<file path="src/rtl/core/wpm_pkg.sv">
package wpm_pkg;

  // Widest pattern the block is built for
  localparam int PATTERN_MAX_DEF = 32;

  // Pattern storage: four 64-bit registers, eight bytes each
  localparam int PAT_WORDS     = 4;
  localparam int PAT_WORD_W    = 64;
  localparam int PAT_BYTES_ALL = PAT_WORDS * PAT_WORD_W / 8;
  localparam int LEN_W         = 6;

  // Wildcard characters
  localparam logic [7:0] STAR_CHAR = 8'h2A;
  localparam logic [7:0] ANY_CHAR  = 8'h3F;

  typedef logic [7:0]            text_byte_t;
  typedef logic [2:0]            cfg_index_t;
  typedef logic [PAT_WORD_W-1:0] cfg_data_t;
  typedef logic [LEN_W-1:0]      pat_len_t;

  // Configuration register indexes
  typedef enum logic [2:0] {
    REG_LENGTH  = 3'd0,
    REG_BYTES_0 = 3'd1,
    REG_BYTES_1 = 3'd2,
    REG_BYTES_2 = 3'd3,
    REG_BYTES_3 = 3'd4
  } cfg_reg_t;

endpackage

</file>
<file path="src/rtl/core/wpm_text_if.sv">
interface wpm_text_if;
  import wpm_pkg::*;

  logic       valid;
  logic       ready;
  text_byte_t text_byte;
  logic       byte_present;
  logic       end_of_text;

  modport source (output valid, output text_byte, output byte_present,
                  output end_of_text, input ready);
  modport sink   (input valid, input text_byte, input byte_present,
                  input end_of_text, output ready);
endinterface

</file>
<file path="src/rtl/core/wpm_verdict_if.sv">
interface wpm_verdict_if;
  import wpm_pkg::*;

  logic valid;
  logic ready;
  logic matched;
  logic text_done;

  modport source (output valid, output matched, output text_done, input ready);
  modport sink   (input valid, input matched, input text_done, output ready);
endinterface

</file>
<file path="src/rtl/core/wpm_cfg_if.sv">
interface wpm_cfg_if;
  import wpm_pkg::*;

  logic       valid;
  logic       ready;
  cfg_index_t index;
  cfg_data_t  data;

  modport source (output valid, output index, output data, input ready);
  modport sink   (input valid, input index, input data, output ready);
endinterface

</file>
<file path="src/rtl/core/wildcard_pattern_matcher_core.sv">
// Streaming wildcard matcher: each text word carries one byte (or none) and
// yields one verdict word telling whether the text so far matches the whole
// configured pattern, where '?' matches any single byte and '*' any run,
// empty included; a '*' in the pattern always acts as a wildcard. The block
// takes one text word per clock and returns its verdict in the next cycle;
// the per-prefix match column is updated by a combinational log-depth prefix
// network over the pattern positions, and the verdict register is a skid
// point, so input is stalled only while a verdict waits to be taken.
// end_of_text closes a text and the next word starts a new one; a word with
// no byte leaves the column as is, so an empty text matches only an all-star
// pattern. Configuration (length, then four 64-bit words of pattern bytes,
// lowest byte first) is accepted at any cycle and should be written while
// no text word is in flight. A length above PATTERN_MAX acts as PATTERN_MAX.
module wildcard_pattern_matcher_core #(
  parameter int PATTERN_MAX = wpm_pkg::PATTERN_MAX_DEF
) (
  input logic             clk,
  input logic             rst,
  wpm_text_if.sink        text,
  wpm_verdict_if.source   verdict,
  wpm_cfg_if.sink         cfg
);
  import wpm_pkg::*;

  localparam int CW = PATTERN_MAX + 1;
  localparam int IW = $clog2(CW);
  localparam int LV = $clog2(PATTERN_MAX);

  // Configuration registers
  pat_len_t                      pattern_length;
  logic [PAT_BYTES_ALL*8-1:0]    pattern_flat;

  // Match state
  logic [CW-1:0]                 column;
  logic [CW-1:0]                 column_next;
  logic                          at_text_start;

  // Verdict register
  logic                          result_valid;
  logic                          result_matched;
  logic                          result_done;

  logic                          text_accept;
  logic [IW-1:0]                 used_len;
  logic [PATTERN_MAX-1:0]        pos_en;
  logic [PATTERN_MAX-1:0]        pos_star;
  logic [PATTERN_MAX-1:0]        pos_hit;
  logic [CW-1:0]                 empty_col;
  logic [CW-1:0]                 base_col;
  logic [PATTERN_MAX-1:0]        ep [LV+1];
  logic [PATTERN_MAX-1:0]        gl [LV+1];
  logic [PATTERN_MAX-1:0]        pl [LV+1];

  // Write configuration registers; unknown indexes drop the write
  assign cfg.ready = 1'b1;

  always_ff @(posedge clk) begin
    if (rst) begin
      pattern_length <= '0;
      pattern_flat   <= '0;
    end else if (cfg.valid) begin
      case (cfg.index)
        REG_LENGTH:  pattern_length <= cfg.data[LEN_W-1:0];
        REG_BYTES_0: pattern_flat[0*PAT_WORD_W +: PAT_WORD_W] <= cfg.data;
        REG_BYTES_1: pattern_flat[1*PAT_WORD_W +: PAT_WORD_W] <= cfg.data;
        REG_BYTES_2: pattern_flat[2*PAT_WORD_W +: PAT_WORD_W] <= cfg.data;
        REG_BYTES_3: pattern_flat[3*PAT_WORD_W +: PAT_WORD_W] <= cfg.data;
        default: ;
      endcase
    end
  end

  // Clamp the length to the built column size
  assign used_len = (pattern_length > LEN_W'(PATTERN_MAX)) ? IW'(PATTERN_MAX)
                                                           : IW'(pattern_length);

  // Per-position decode of the pattern against the incoming byte
  always_comb begin
    for (int k = 0; k < PATTERN_MAX; k++) begin
      pos_en[k]   = (IW'(k) < used_len);
      pos_star[k] = (pattern_flat[8*k +: 8] == STAR_CHAR);
      pos_hit[k]  = (pattern_flat[8*k +: 8] == text.text_byte) ||
                    (pattern_flat[8*k +: 8] == ANY_CHAR);
    end
  end

  // Empty-text column: leading run of stars, as an AND prefix
  always_comb begin
    ep[0] = pos_en & pos_star;
    for (int l = 0; l < LV; l++) begin
      for (int k = 0; k < PATTERN_MAX; k++) begin
        if (k >= (1 << l)) begin
          ep[l+1][k] = ep[l][k] & ep[l][k - (1 << l)];
        end else begin
          ep[l+1][k] = ep[l][k];
        end
      end
    end
    empty_col = {ep[LV], 1'b1};
    base_col  = at_text_start ? empty_col : column;
  end

  // Advance the column by one byte: star runs carry upward like a carry chain
  always_comb begin
    for (int k = 0; k < PATTERN_MAX; k++) begin
      pl[0][k] = pos_en[k] & pos_star[k];
      gl[0][k] = pos_en[k] & (pos_star[k] ? base_col[k+1]
                                          : (pos_hit[k] & base_col[k]));
    end
    for (int l = 0; l < LV; l++) begin
      for (int k = 0; k < PATTERN_MAX; k++) begin
        if (k >= (1 << l)) begin
          gl[l+1][k] = gl[l][k] | (pl[l][k] & gl[l][k - (1 << l)]);
          pl[l+1][k] = pl[l][k] & pl[l][k - (1 << l)];
        end else begin
          gl[l+1][k] = gl[l][k];
          pl[l+1][k] = pl[l][k];
        end
      end
    end
    column_next = text.byte_present ? {gl[LV], 1'b0} : base_col;
  end

  // Accept a text word whenever the verdict register is free or draining
  assign text.ready  = !result_valid || verdict.ready;
  assign text_accept = text.valid && text.ready;

  // Hold match state between words
  always_ff @(posedge clk) begin
    if (rst) begin
      column        <= '0;
      at_text_start <= 1'b1;
    end else if (text_accept) begin
      column        <= column_next;
      at_text_start <= text.end_of_text;
    end
  end

  // Verdict register
  always_ff @(posedge clk) begin
    if (rst) begin
      result_valid <= 1'b0;
    end else if (text_accept) begin
      result_valid <= 1'b1;
    end else if (verdict.ready) begin
      result_valid <= 1'b0;
    end
  end

  always_ff @(posedge clk) begin
    if (text_accept) begin
      result_matched <= column_next[used_len];
      result_done    <= text.end_of_text;
    end
  end

  assign verdict.valid     = result_valid;
  assign verdict.matched   = result_matched;
  assign verdict.text_done = result_done;

  // Input stalls only behind a waiting verdict
  assert property (@(posedge clk) disable iff (rst)
    !text.ready |-> (result_valid && !verdict.ready))
    else $error("text stalled without a waiting verdict");

  // A closing word restarts the next text
  assert property (@(posedge clk) disable iff (rst)
    (text_accept && text.end_of_text) |=> at_text_start)
    else $error("text start not armed after end of text");

  // Every accepted word shows a verdict next cycle with its end flag
  assert property (@(posedge clk) disable iff (rst)
    text_accept |=> (verdict.valid && verdict.text_done == $past(text.end_of_text)))
    else $error("verdict missing or end flag lost");

  // Column bits beyond the pattern length stay clear after a byte
  assert property (@(posedge clk) disable iff (rst)
    (text_accept && text.byte_present) |=>
      (((column >> $past(used_len)) >> 1) == '0))
    else $error("column bits set beyond pattern length");

endmodule
</file>
<file path="src/flat_wrapper.sv">
// flat-port wrapper written by rule: the top's interface ports become plain ports
module wildcard_pattern_matcher_core_flat import wpm_pkg::*;
#(
  parameter int PATTERN_MAX = wpm_pkg::PATTERN_MAX_DEF
)
  (clk, rst, text_valid, text_text_byte, text_byte_present, text_end_of_text, text_ready, verdict_valid, verdict_matched, verdict_text_done, verdict_ready, cfg_valid, cfg_index, cfg_data, cfg_ready);
  wpm_text_if text_i ();
  wpm_verdict_if verdict_i ();
  wpm_cfg_if cfg_i ();
  input logic clk;
  input logic rst;
  input wire logic [$bits(text_i.valid)-1:0] text_valid;
  input wire logic [$bits(text_i.text_byte)-1:0] text_text_byte;
  input wire logic [$bits(text_i.byte_present)-1:0] text_byte_present;
  input wire logic [$bits(text_i.end_of_text)-1:0] text_end_of_text;
  output wire logic [$bits(text_i.ready)-1:0] text_ready;
  output wire logic [$bits(verdict_i.valid)-1:0] verdict_valid;
  output wire logic [$bits(verdict_i.matched)-1:0] verdict_matched;
  output wire logic [$bits(verdict_i.text_done)-1:0] verdict_text_done;
  input wire logic [$bits(verdict_i.ready)-1:0] verdict_ready;
  input wire logic [$bits(cfg_i.valid)-1:0] cfg_valid;
  input wire logic [$bits(cfg_i.index)-1:0] cfg_index;
  input wire logic [$bits(cfg_i.data)-1:0] cfg_data;
  output wire logic [$bits(cfg_i.ready)-1:0] cfg_ready;
  assign text_i.valid = text_valid;
  assign text_i.text_byte = text_text_byte;
  assign text_i.byte_present = text_byte_present;
  assign text_i.end_of_text = text_end_of_text;
  assign text_ready = text_i.ready;
  assign verdict_valid = verdict_i.valid;
  assign verdict_matched = verdict_i.matched;
  assign verdict_text_done = verdict_i.text_done;
  assign verdict_i.ready = verdict_ready;
  assign cfg_i.valid = cfg_valid;
  assign cfg_i.index = cfg_index;
  assign cfg_i.data = cfg_data;
  assign cfg_ready = cfg_i.ready;
  wildcard_pattern_matcher_core #(.PATTERN_MAX(PATTERN_MAX)) u_core (.clk(clk), .rst(rst), .text(text_i), .verdict(verdict_i), .cfg(cfg_i));
endmodule
</file>
<file path="config.mk">
export PLATFORM = sky130hd
export DESIGN_NAME = wildcard_pattern_matcher_core_flat
export DESIGN_NICKNAME = d
export VERILOG_FILES = /design/src/rtl/core/wpm_pkg.sv /design/src/rtl/core/wpm_text_if.sv /design/src/rtl/core/wpm_verdict_if.sv /design/src/rtl/core/wpm_cfg_if.sv /design/src/rtl/core/wildcard_pattern_matcher_core.sv /design/src/flat_wrapper.sv
export SDC_FILE = /design/constraint.sdc
export NUM_CORES = 1
export LEC_CHECK = 0
export ABC_CLOCK_PERIOD_IN_PS = 4790
export CORE_AREA = 5 5 208 210
export CTS_CLUSTER_DIAMETER = 100
export CTS_CLUSTER_SIZE = 12
export DETAILED_ROUTE_END_ITERATION = 6
export DIE_AREA = 0 0 213 215
export DONT_BUFFER_PORTS = 1
export SETUP_SLACK_MARGIN = 0.02
export SLEW_MARGIN = 20
export SYNTH_ARGS = -nofsm -noshare
export SYNTH_HDL_FRONTEND = slang
export SYNTH_SLANG_ARGS = --single-unit
</file>
<file path="constraint.sdc">
create_clock -name clk -period 4.79 [get_ports clk]
set_input_delay 0.2395 -clock clk [delete_from_list [all_inputs] [get_ports clk]]
set_output_delay 0.2395 -clock clk [all_outputs]
set_load 0.02 [all_outputs]
</file>
---- Word-level counts from Yosys, hierarchy flattened ----
Index checks and enable logic that the tools add are counted.
cells by class
  magnitude comparators ................... 34
  eq/ne operators ......................... 100
  mux-type cells .......................... 39
  bitwise gates (word level) .............. 581
  reductions and logical operators ........ 42
operators with widths
  kind                  count
  $eq A8 B6 Y1 const B  64
  $and A1 B1 Y1         451
  $eq A8 B8 Y1          32
  $or A1 B1 Y1          129
  $lt A5 B6 Y1 const A  16
  $mux W33              2
  $lt A4 B6 Y1 const A  8
  $mux W1               35
  $logic_or A1 B1 Y1    33
  $and A32 B32 Y32      1
  $lt A3 B6 Y1 const A  4
  $lt A1 B6 Y1 const A  2
  $lt A2 B6 Y1 const A  2
  $reduce_and A2 Y1     5
  $lt A6 B7 Y1 const B  1
  $bmux W1 S6           1
  $eq A3 B2 Y1 const B  2
  $gt A6 B6 Y1 const B  1
  $mux W6               1
  $eq A3 B1 Y1 const B  1
  $eq A3 B3 Y1 const B  1
  $logic_not A3 Y1      1
  $reduce_bool A2 Y1    1
  $logic_and A1 B1 Y1   1
  $logic_not A1 Y1      1
word-level totals
  register bits after elaboration ......... 299
  bits of input ports ..................... 82
  output and inout bits ................... 5
  logic and storage cells ................. 806

---- Depth between registers and ports, before layout ----
Gate-level depths: netlist of run 1.
  depth after elaboration ................. 26
  mapped depth ............................ 19
  depth with buffers taken out ............ 15

---- Worst setup path after synthesis of run 1 ----
No wires, ideal clock.
  kind .................................... flip-flop to flip-flop
  from .................................... register u_core.pattern_length[2]
  to ...................................... register u_core.result_matched (netlist: u_core.verdict.matched) (data pin)
  setup time .............................. 266 ps
  arrival time ............................ 3934 ps
  data required time ...................... 4524 ps
  setup slack ............................. 590 ps
  cell stages (with the launch flop) ...... 19
  path buffers ............................ 3
  period minus slack after synthesis ...... 4200 ps
  cell sequence ........................... dfxtp_1 -> buf_6 -> or4_1 -> buf_2 -> o2111a_2 -> nor4b_4 -> buf_6 -> and4_4 -> a21oi_4 -> o21ai_2 -> a221o_1 -> nor4b_2 -> a211oi_2 -> a311o_1 -> a21o_1 -> a21oi_2 -> nor2_1 -> a21oi_1 -> or3b_1
on the way
  word-level cells in the longest chain between the ends .. 24
  elaborated cells on any way between the ends .. 650
  classes of those cells .................. order compare (33); mux (37); bitwise (580)
ends and longest elaborated chain
  what                                           RTL line                                                                    source
  from (decl)                                    wildcard_pattern_matcher_core.sv:30                                         pat_len_t pattern_length;
  from (signal assigned)                         wildcard_pattern_matcher_core.sv:63                                         REG_LENGTH: pattern_length <= cfg.data[LEN_W-1:0];
  $gt A6 B6 Y1                                   wildcard_pattern_matcher_core.sv:74                                         assign used_len = (pattern_length > LEN_W'(PATTERN_MAX)) ? IW'(PATTERN_MAX)
  $mux W6 *                                      wildcard_pattern_matcher_core.sv:74
  $lt A5 B6 Y1, or another cell as far along     wildcard_pattern_matcher_core.sv:80                                         pos_en[k] = (IW'(k) < used_len);
  $and A32 B32 Y32                               wildcard_pattern_matcher_core.sv:89                                         ep[0] = pos_en & pos_star;
  $and A1 B1 Y1 (4 in a row)                     wildcard_pattern_matcher_core.sv:93                                         ep[l+1][k] = ep[l][k] & ep[l][k - (1 << l)];
  $and A1 B1 Y1 or $mux W33 (tied branches)      wildcard_pattern_matcher_core.sv:93, wildcard_pattern_matcher_core.sv:100
  $mux W33 or $and A1 B1 Y1 (tied branches)      wildcard_pattern_matcher_core.sv:100, wildcard_pattern_matcher_core.sv:108
  $and A1 B1 Y1 or $mux W1 (tied branches)       wildcard_pattern_matcher_core.sv:108, wildcard_pattern_matcher_core.sv:107
  (+4 left out)                                  n/a
  $and A1 B1 Y1 or $or A1 B1 Y1 (tied branches)  wildcard_pattern_matcher_core.sv:113                                        gl[l+1][k] = gl[l][k] | (pl[l][k] & gl[l][k - (1 << l)]);
  $or A1 B1 Y1 or $and A1 B1 Y1 (tied branches)  wildcard_pattern_matcher_core.sv:113
  $and A1 B1 Y1 or $or A1 B1 Y1 (tied branches)  wildcard_pattern_matcher_core.sv:113
  $or A1 B1 Y1 or $and A1 B1 Y1 (tied branches)  wildcard_pattern_matcher_core.sv:113
  $or A1 B1 Y1 (2 in a row)                      wildcard_pattern_matcher_core.sv:113
  $mux W33                                       wildcard_pattern_matcher_core.sv:121                                        column_next = text.byte_present ? {gl[LV], 1'b0} : base_col;
  $bmux W1 S6 *                                  wildcard_pattern_matcher_core.sv:152                                        result_matched <= column_next[used_len];
  $mux W1 (implied by the code) *                wildcard_pattern_matcher_core.sv:152
  to (signal assigned)                           wildcard_pattern_matcher_core.sv:152
  to (decl)                                      wildcard_pattern_matcher_core.sv:40                                         logic result_matched;
Mark *: on every way between the ends. The rest lies on a longest branch, timed or not. The select of a mux whose other input is x is not followed.
A chain may end at the register's enable or synchronous reset.

---- Final worst setup path of run 1 ----
  from .................................... register u_core.pattern_length[3]
  to ...................................... register u_core.result_matched (netlist: u_core.verdict.matched) (data pin)
Same word-level chain as after synthesis.

==> flow_metrics.tcl, run 1 <==
set metrics [dict create \
    final_cell_area_um2 23700 \
    vias 21600 \
    syn-num-nets 2772 \
    status "complete, but fails checks" \
    yosysTopAreaCellShare_pct 31.1 \
    yosysUniqueCellTypes 105 \
    dp_hpwl_um 60100 \
    io_buffers 0 \
    setup_viol 0 \
    skew_ns 0.0348 \
    nets 3043 \
    hold_path_class "in2reg" \
    area_growth_pct 24.0 \
    cts_buffers 28 \
    finalWirelength_um 86600 \
    cts_tree "yes" \
    synth_cells 2690 \
    synth_ff_type "dfxtp_1" \
    cts_buffer_depth 3 \
    grt_pass1_wl_um 128000 \
    path_depth 19 \
    pre_cts_slack_ns -0.167 \
    cts_sinks 299 \
    grt_pass1_vias 20600 \
    die-area_um2 45800 \
    worst_setup_path_start_kind "flop" \
    maxCapViolCount 0 \
    slew-limit-headroom_pct 28.5 \
    placementRows 75 \
    ir_drop_v 0.000255 \
    htreeDepth 1 \
    async_flop_share_pct 0 \
    die_w_um 213 \
    hold_path_depth 4 \
    clk_pin_slew_worst_paths_ns 0.07 \
    slew_violations 0 \
    yosys_register_bits 299 \
    powerDensity_nw_per_um2 221 \
    vias_per_cell 6.17 \
    worst_pin_slew_ns 1.07 \
    fin_tns_setup_ns 0 \
    initial_core_util_pct 46.2 \
    drt_pass1_iterations 7 \
    crit_top_cell "buf_4" \
    gp_congestion 1.04 \
    crit_arrival_ns 5.02 \
    final_core_util_pct 57.3 \
    critPathCaptureType "flop" \
    p_total_mw 5.23 \
    grt_overflow 0 \
    grt_start_max_net_pins 186 \
    finalCritPeriodShare_pct 98.2 \
    syn_avg_cell_area_um2 7.11 \
    hold_viol 0 \
    critical-path-slowest-cell "or4_4" \
    seq_area_frac_synth_pct 31.4 \
    synth_area_leaders "dfxtp_1 (31%), nand2_1 (13%), xnor2_1 (9.5%)" \
    root_buffer "clkbuf_16" \
    cp_data_required_time_ns 5.11 \
    critPathKind "reg2reg" \
    crit_chain "or4_4 > buf_6 > nand4_1 > nor2_1 > a31oi_1 > buf_4 > or3_4 > or3b_1 > a31oi_1 > o211a_4 > o32ai_1 > buf_4 > buf_4 > o21ai_0 > nand4_1 > a21oi_1 > a41o_1 > a21oi_1 > or3b_1" \
    synth_edf_count 2 \
    netlist_top_cells_count "nand2_1 (671), a21oi_1 (351), dfxtp_1 (297)" \
    min_period_ns 4.70 \
    core_area_um2 41400 \
    die_h_um 215 \
    ant_nets 0 \
    fmax_mhz 213 \
    drive_gt1_share_pct 12.7 \
    crit_buf_inv 4 \
    critPathTopFamily "simple AND/OR/NAND/NOR gates" \
    antenna_found_initial 2 \
    drtIter0Drc 2391 \
    wl_per_cell_um 24.7 \
    ys.warnings.count 0 \
    drc 1 \
    slowest_delay_ns 0.55 \
    yosys.area.top_type "dfxtp_1" \
    leakagePower_nw 8.07 \
    syn_area_um2 19100 \
    synth.most_common_cell "nand2_1" \
    ios 87 \
    setup_slack_ns 0.0875 \
    placed_area_um2 20900 \
    violations "design-rule violations" \
    clk_latency_ns 0.60 \
    fillers 3936 \
    reg2reg_depth 19 \
    cp_max_fo 5 \
    grt.total_usage_pct 36.3 \
]
[flip-flops by register name (all words and copies together) (netlist names)]
name                      cells
u_core.at_text_start          1
u_core.column                33
u_core.pattern_flat         256
u_core.pattern_length         6
u_core.verdict.matched        1
u_core.verdict.text_done      1
u_core.verdict.valid          1
[cell type report]
cell class / count / area, um^2 / area share (%)
Multi-Input combinational cell: 2196 / 12600 / 53.3
Sequential cell: 299 / 6010 / 25.4
Clock inverter: 1 / 16.3 / 0.0686
Tap cell: 539 / 674 / 2.84
Antenna cell: 1 / 2.50 / 0.0106
Inverter: 25 / 93.8 / 0.396
Clock buffer: 30 / 708 / 2.99
Timing Repair Buffer: 411 / 3560 / 15.0
[cells in the final DEF (no fill, tap or decap), types with 17 or more instances in the layout]
master and instances:
nand2_1 671, a21oi_1 345, dfxtp_1 295, buf_4 238, xnor2_1 208, dlygate4sd3_1 169, nor2_1 166, nand4_1 88
nor3_1 64, nand3_1 57, o21ai_0 57, xor2_1 48, nor4_1 34, and3_1 28, clkbuf_16 28, inv_1 24
or3_1 21, and2_1 20, a31oi_1 18, nor2b_1 18, a21o_1 17
[worst register-to-register path, stage by stage, from the launching register on]
cell     delay [ns]
dfxtp_4        0.36
or4_4          0.55
buf_6          0.16
nand4_1        0.15
nor2_1         0.12
a31oi_1        0.20
buf_4          0.19
or3_4          0.16
or3b_1         0.34
a31oi_1        0.18
o211a_4        0.23
o32ai_1        0.09
buf_4          0.15
buf_4          0.14
o21ai_0        0.31
nand4_1        0.15
a21oi_1        0.27
a41o_1         0.19
a21oi_1        0.08
or3b_1         0.38
[cell families (layout without fill, tap and decap cells)]
kind of cell | Yosys count | after routing | synth area share [%]
DFF | 299 | 299 | 31.4
muxes | 9 | 9 | 0.543
and+or+nand+nor | 1293 | 1293 | 31.8
buffers and inverters | 195 | 467 | 4.02
xor gates and xnor gates | 256 | 256 | 11.7
AOI/OAI and AO/OA | 637 | 637 | 20.5
other | 1 | 2 | 0.0196
[final timing paths]
path                                                       startpoint                                    to  slack (ns)
worst max-delay path            u_core.pattern_length[3]$_SDFFE_PP0P_      u_core.verdict.matched$_DFFE_PP_        0.09
worst min-delay path                                     cfg_index[1]  u_core.pattern_flat[78]$_SDFFE_PP0P_        0.05
worst max register to register  u_core.pattern_length[3]$_SDFFE_PP0P_      u_core.verdict.matched$_DFFE_PP_        0.09
worst min register to register          u_core.column[6]$_SDFFE_PP0P_         u_core.column[6]$_SDFFE_PP0P_        0.45
[routing by layer]
layer	up-vias	track usage, %	wire [um]
li1	9960	-	-
met1	10400	51.1	36200
met2	1034	56.0	38600
met3	227	6.11	7880
met4	2	13.3	3910
met5	-	0	7
[timing repair]
item                       in CTS  in global routing
resized for setup              14                 46
hold endpoints to repair      298                  0
buffers inserted                1                 12
hold buffers                  170                  0
pin swaps                       2                 29
setup endpoints to repair       3                  8
[power breakdown]
part           internal (mW)  total, mW  switching, mW  leakage, nW
registers               2.55       2.61         0.0672         2.43
logic                  0.274      0.606          0.332         5.29
clock network           1.03       2.01          0.982        0.354
total                   3.85       5.23           1.38         8.07
[through the flow]
| step | hold WS, ns | instances |
|---|---|---|
| after floorplan | 0.338 | 2690 |
| after global placement | 0.329 | 3288 |
| after detailed placement | 0.328 | 3288 |
| after CTS | 0.00211 | 3490 |
| after global routing | 0.0422 | 3501 |
| final | 0.0453 | 3502 |
Note: power is estimated with default switching activity, not from simulation.
==> inputs of run 2 (changes only) <==
--- a/config.mk
+++ b/config.mk
@@ -12,6 +12,7 @@
 export DETAILED_ROUTE_END_ITERATION = 6
 export DIE_AREA = 0 0 213 215
 export DONT_BUFFER_PORTS = 1
+export PLACE_DENSITY = 0.59
 export SETUP_SLACK_MARGIN = 0.02
 export SLEW_MARGIN = 20
 export SYNTH_ARGS = -nofsm -noshare
==> run 2 against run 1 <==
Compared with the run above:
- the flow now finishes without violations
- critical endpoint unchanged
- utilization decreased by 2.6 points
- sequential share of layout area increased by 1.2 points
- total power increased by 0.18%
- clock skew decreased by 0.0091 ns
- non-clock buffer count decreased by 104
- worst setup slack improved by 0.037 ns
- largest power group unchanged
- register-to-register slack improved by 0.04 ns
- worst hold slack improved by 0.015 ns
- final cell count decreased by 2.9%
- die area unchanged
==> flow_metrics.tcl, run 2 (synthesized netlist as in run 1, its figures left out) <==
set metrics [dict create \
    status "completed" \
    crit_top_cell "buf_4" \
    wl_met1_um 36200 \
    ir_drop_v 0.000284 \
    worst_pin_slew_ns 1.01 \
    slowest_delay_ns 0.65 \
    critPathCaptureType "flop" \
    root_buffer "clkbuf_16" \
    final_cell_mix "nand2_1 (671), a21oi_1 (348), dfxtp_1 (297)" \
    die_w_um 213 \
    crit_chain "or4_1 > a21oi_4 > nor2_1 > nand4_1 > nor4_2 > buf_4 > nor2_1 > buf_4 > nor4_1 > buf_4 > a211o_1 > a21oi_1 > o221ai_1 > a31oi_1 > o211ai_1 > nand3b_1 > a21oi_2 > or3b_1" \
    cts_buffer_depth 3 \
    dp_hpwl_um 58900 \
    finalCritPeriodShare_pct 97.4 \
    io_buffers 0 \
    grt_pass1_wl_um 124000 \
    die_h_um 215 \
    final_common_cell "nand2_1" \
    powerDensity_nw_per_um2 232 \
    core_area_um2 41400 \
    largest_reg_flops 256 \
    startpoint "u_core.pattern_length[0]$_SDFFE_PP0P_" \
    worst_setup_path_start_kind "flop" \
    clk_pin_slew_worst_paths_ns 0.07 \
    top_layer_used "met5" \
    slew_violations 0 \
    placed_area_um2 20700 \
    grt.total_usage_pct 34.8 \
    fillers 4062 \
    reg.largest.list "u_core.pattern_flat x256, u_core.column x33, u_core.pattern_length x6" \
    r2r_slack_ns 0.12 \
    drt_pass1_iterations 6 \
    crit_arrival_ns 4.99 \
    wl_per_cell_um 24.3 \
    leakagePower_nw 7.39 \
    slew-limit-headroom_pct 32.3 \
    met2_length_um 36500 \
    fin_tns_setup_ns 0 \
    gp_congestion 1.04 \
    drtIter0Drc 2438 \
    fmax_mhz 214 \
    placementRows 75 \
    ios 87 \
    final_cell_area_um2 22600 \
    cp_max_fo 12 \
    ant_nets 0 \
    nets 2939 \
    cts_tree "yes" \
    critPathKind "reg2reg" \
    maxCapViolCount 0 \
    regMostFlops "u_core.pattern_flat" \
    hold_path_class "in2reg" \
    grt_overflow 0 \
    drc 0 \
    min_period_ns 4.67 \
    drive_gt1_share_pct 11.2 \
    hold_viol 0 \
    grt_pass1_vias 19800 \
    area_growth_pct 18.4 \
    die-area_um2 45800 \
    vias_per_cell 6.22 \
    critical-path-slowest-cell "or4_1" \
    vias 21200 \
    clk_latency_ns 0.58 \
    regToRegStartpoint "u_core.pattern_length[0]$_SDFFE_PP0P_" \
    finalWirelength_um 82700 \
    antenna_found_initial 6 \
    htreeDepth 1 \
    min-delay-start "cfg_index[1]" \
    setup_viol 0 \
    initial_core_util_pct 46.2 \
    cp_data_required_time_ns 5.12 \
    cts_sinks 299 \
    grt_start_max_net_pins 270 \
    skew_ns 0.0257 \
    met3WireLength_um 6780 \
    cts_buffers 28 \
]
-- run 2: changes by cell type in the layout (fill, tap and decap cells not counted), sizes merged --
| cell | delta |
|---|---|
| diode | +2 |
| dlygate4sd3 | -73 |
| clkbuf | +1 |
| clkinv | -1 |
| buf | -31 |
-- run 2: critical path: cells and delay by family (launching register included) --
| kind | cells | cell delay, ns |
|---|---|---|
| AOI/OAI and AO/OA | 7 | 1.45 |
| buffers and inverters | 3 | 0.50 |
| DFF | 1 | 0.47 |
| and+or+nand+nor | 8 | 2.01 |
-- run 2: repair_timing --
action / CTS / global route
setup endpoints to repair: 1 / 8
resized for setup: 1 / 28
hold endpoints to repair: 298 / 0
pin swaps: 0 / 15
hold buffers: 97 / 0
setup buffers: 0 / 4
-- run 2: path summary, 6_finish.rpt --
check,endpoint,cells past startpoint
max,u_core.verdict.matched$_DFFE_PP_,18
min,u_core.pattern_flat[75]$_SDFFE_PP0P_,4
max reg2reg,u_core.verdict.matched$_DFFE_PP_,18
min reg2reg,u_core.column[6]$_SDFFE_PP0P_,2
-- run 2: cell type report --
cell class,count,area [um^2],area share (%)
sequential,299,6010,26.5
antenna,3,7.51,0.0332
multi-input combinational,2196,12500,55.3
clock buffer,31,733,3.24
tap,539,674,2.98
inverter,25,93.8,0.415
timing repair buffer,307,2610,11.5
-- run 2: metrics by stage --
stage	instances	worst slack [ns]	hold slack (ns)	util (%)	power, mW
after CTS	3392	0.0707	0.0186	54.2	5.26
after global routing	3398	-0.0310	0.0673	54.7	5.43
after detailed placement	3264	-0.0386	0.331	50.0	3.12
final	3400	0.125	0.0605	54.7	5.24
after global placement	3264	-0.144	0.329	50.0	3.11
after floorplan	2690	0.590	0.338	-	3.07
-- run 2: where the power goes --
part	total (mW)	switching (mW)	internal, mW
Clock	2.02	0.957	1.06
Sequential	2.61	0.0662	2.55
Combinational	0.611	0.352	0.259
-- run 2: per-layer routing --
metal | global-route usage, % | vias up
li1 | - | 9792
met1 | 49.9 | 10200
met2 | 53.9 | 985
met3 | 5.21 | 193
met4 | 11.2 | 4
met5 | 0 | -
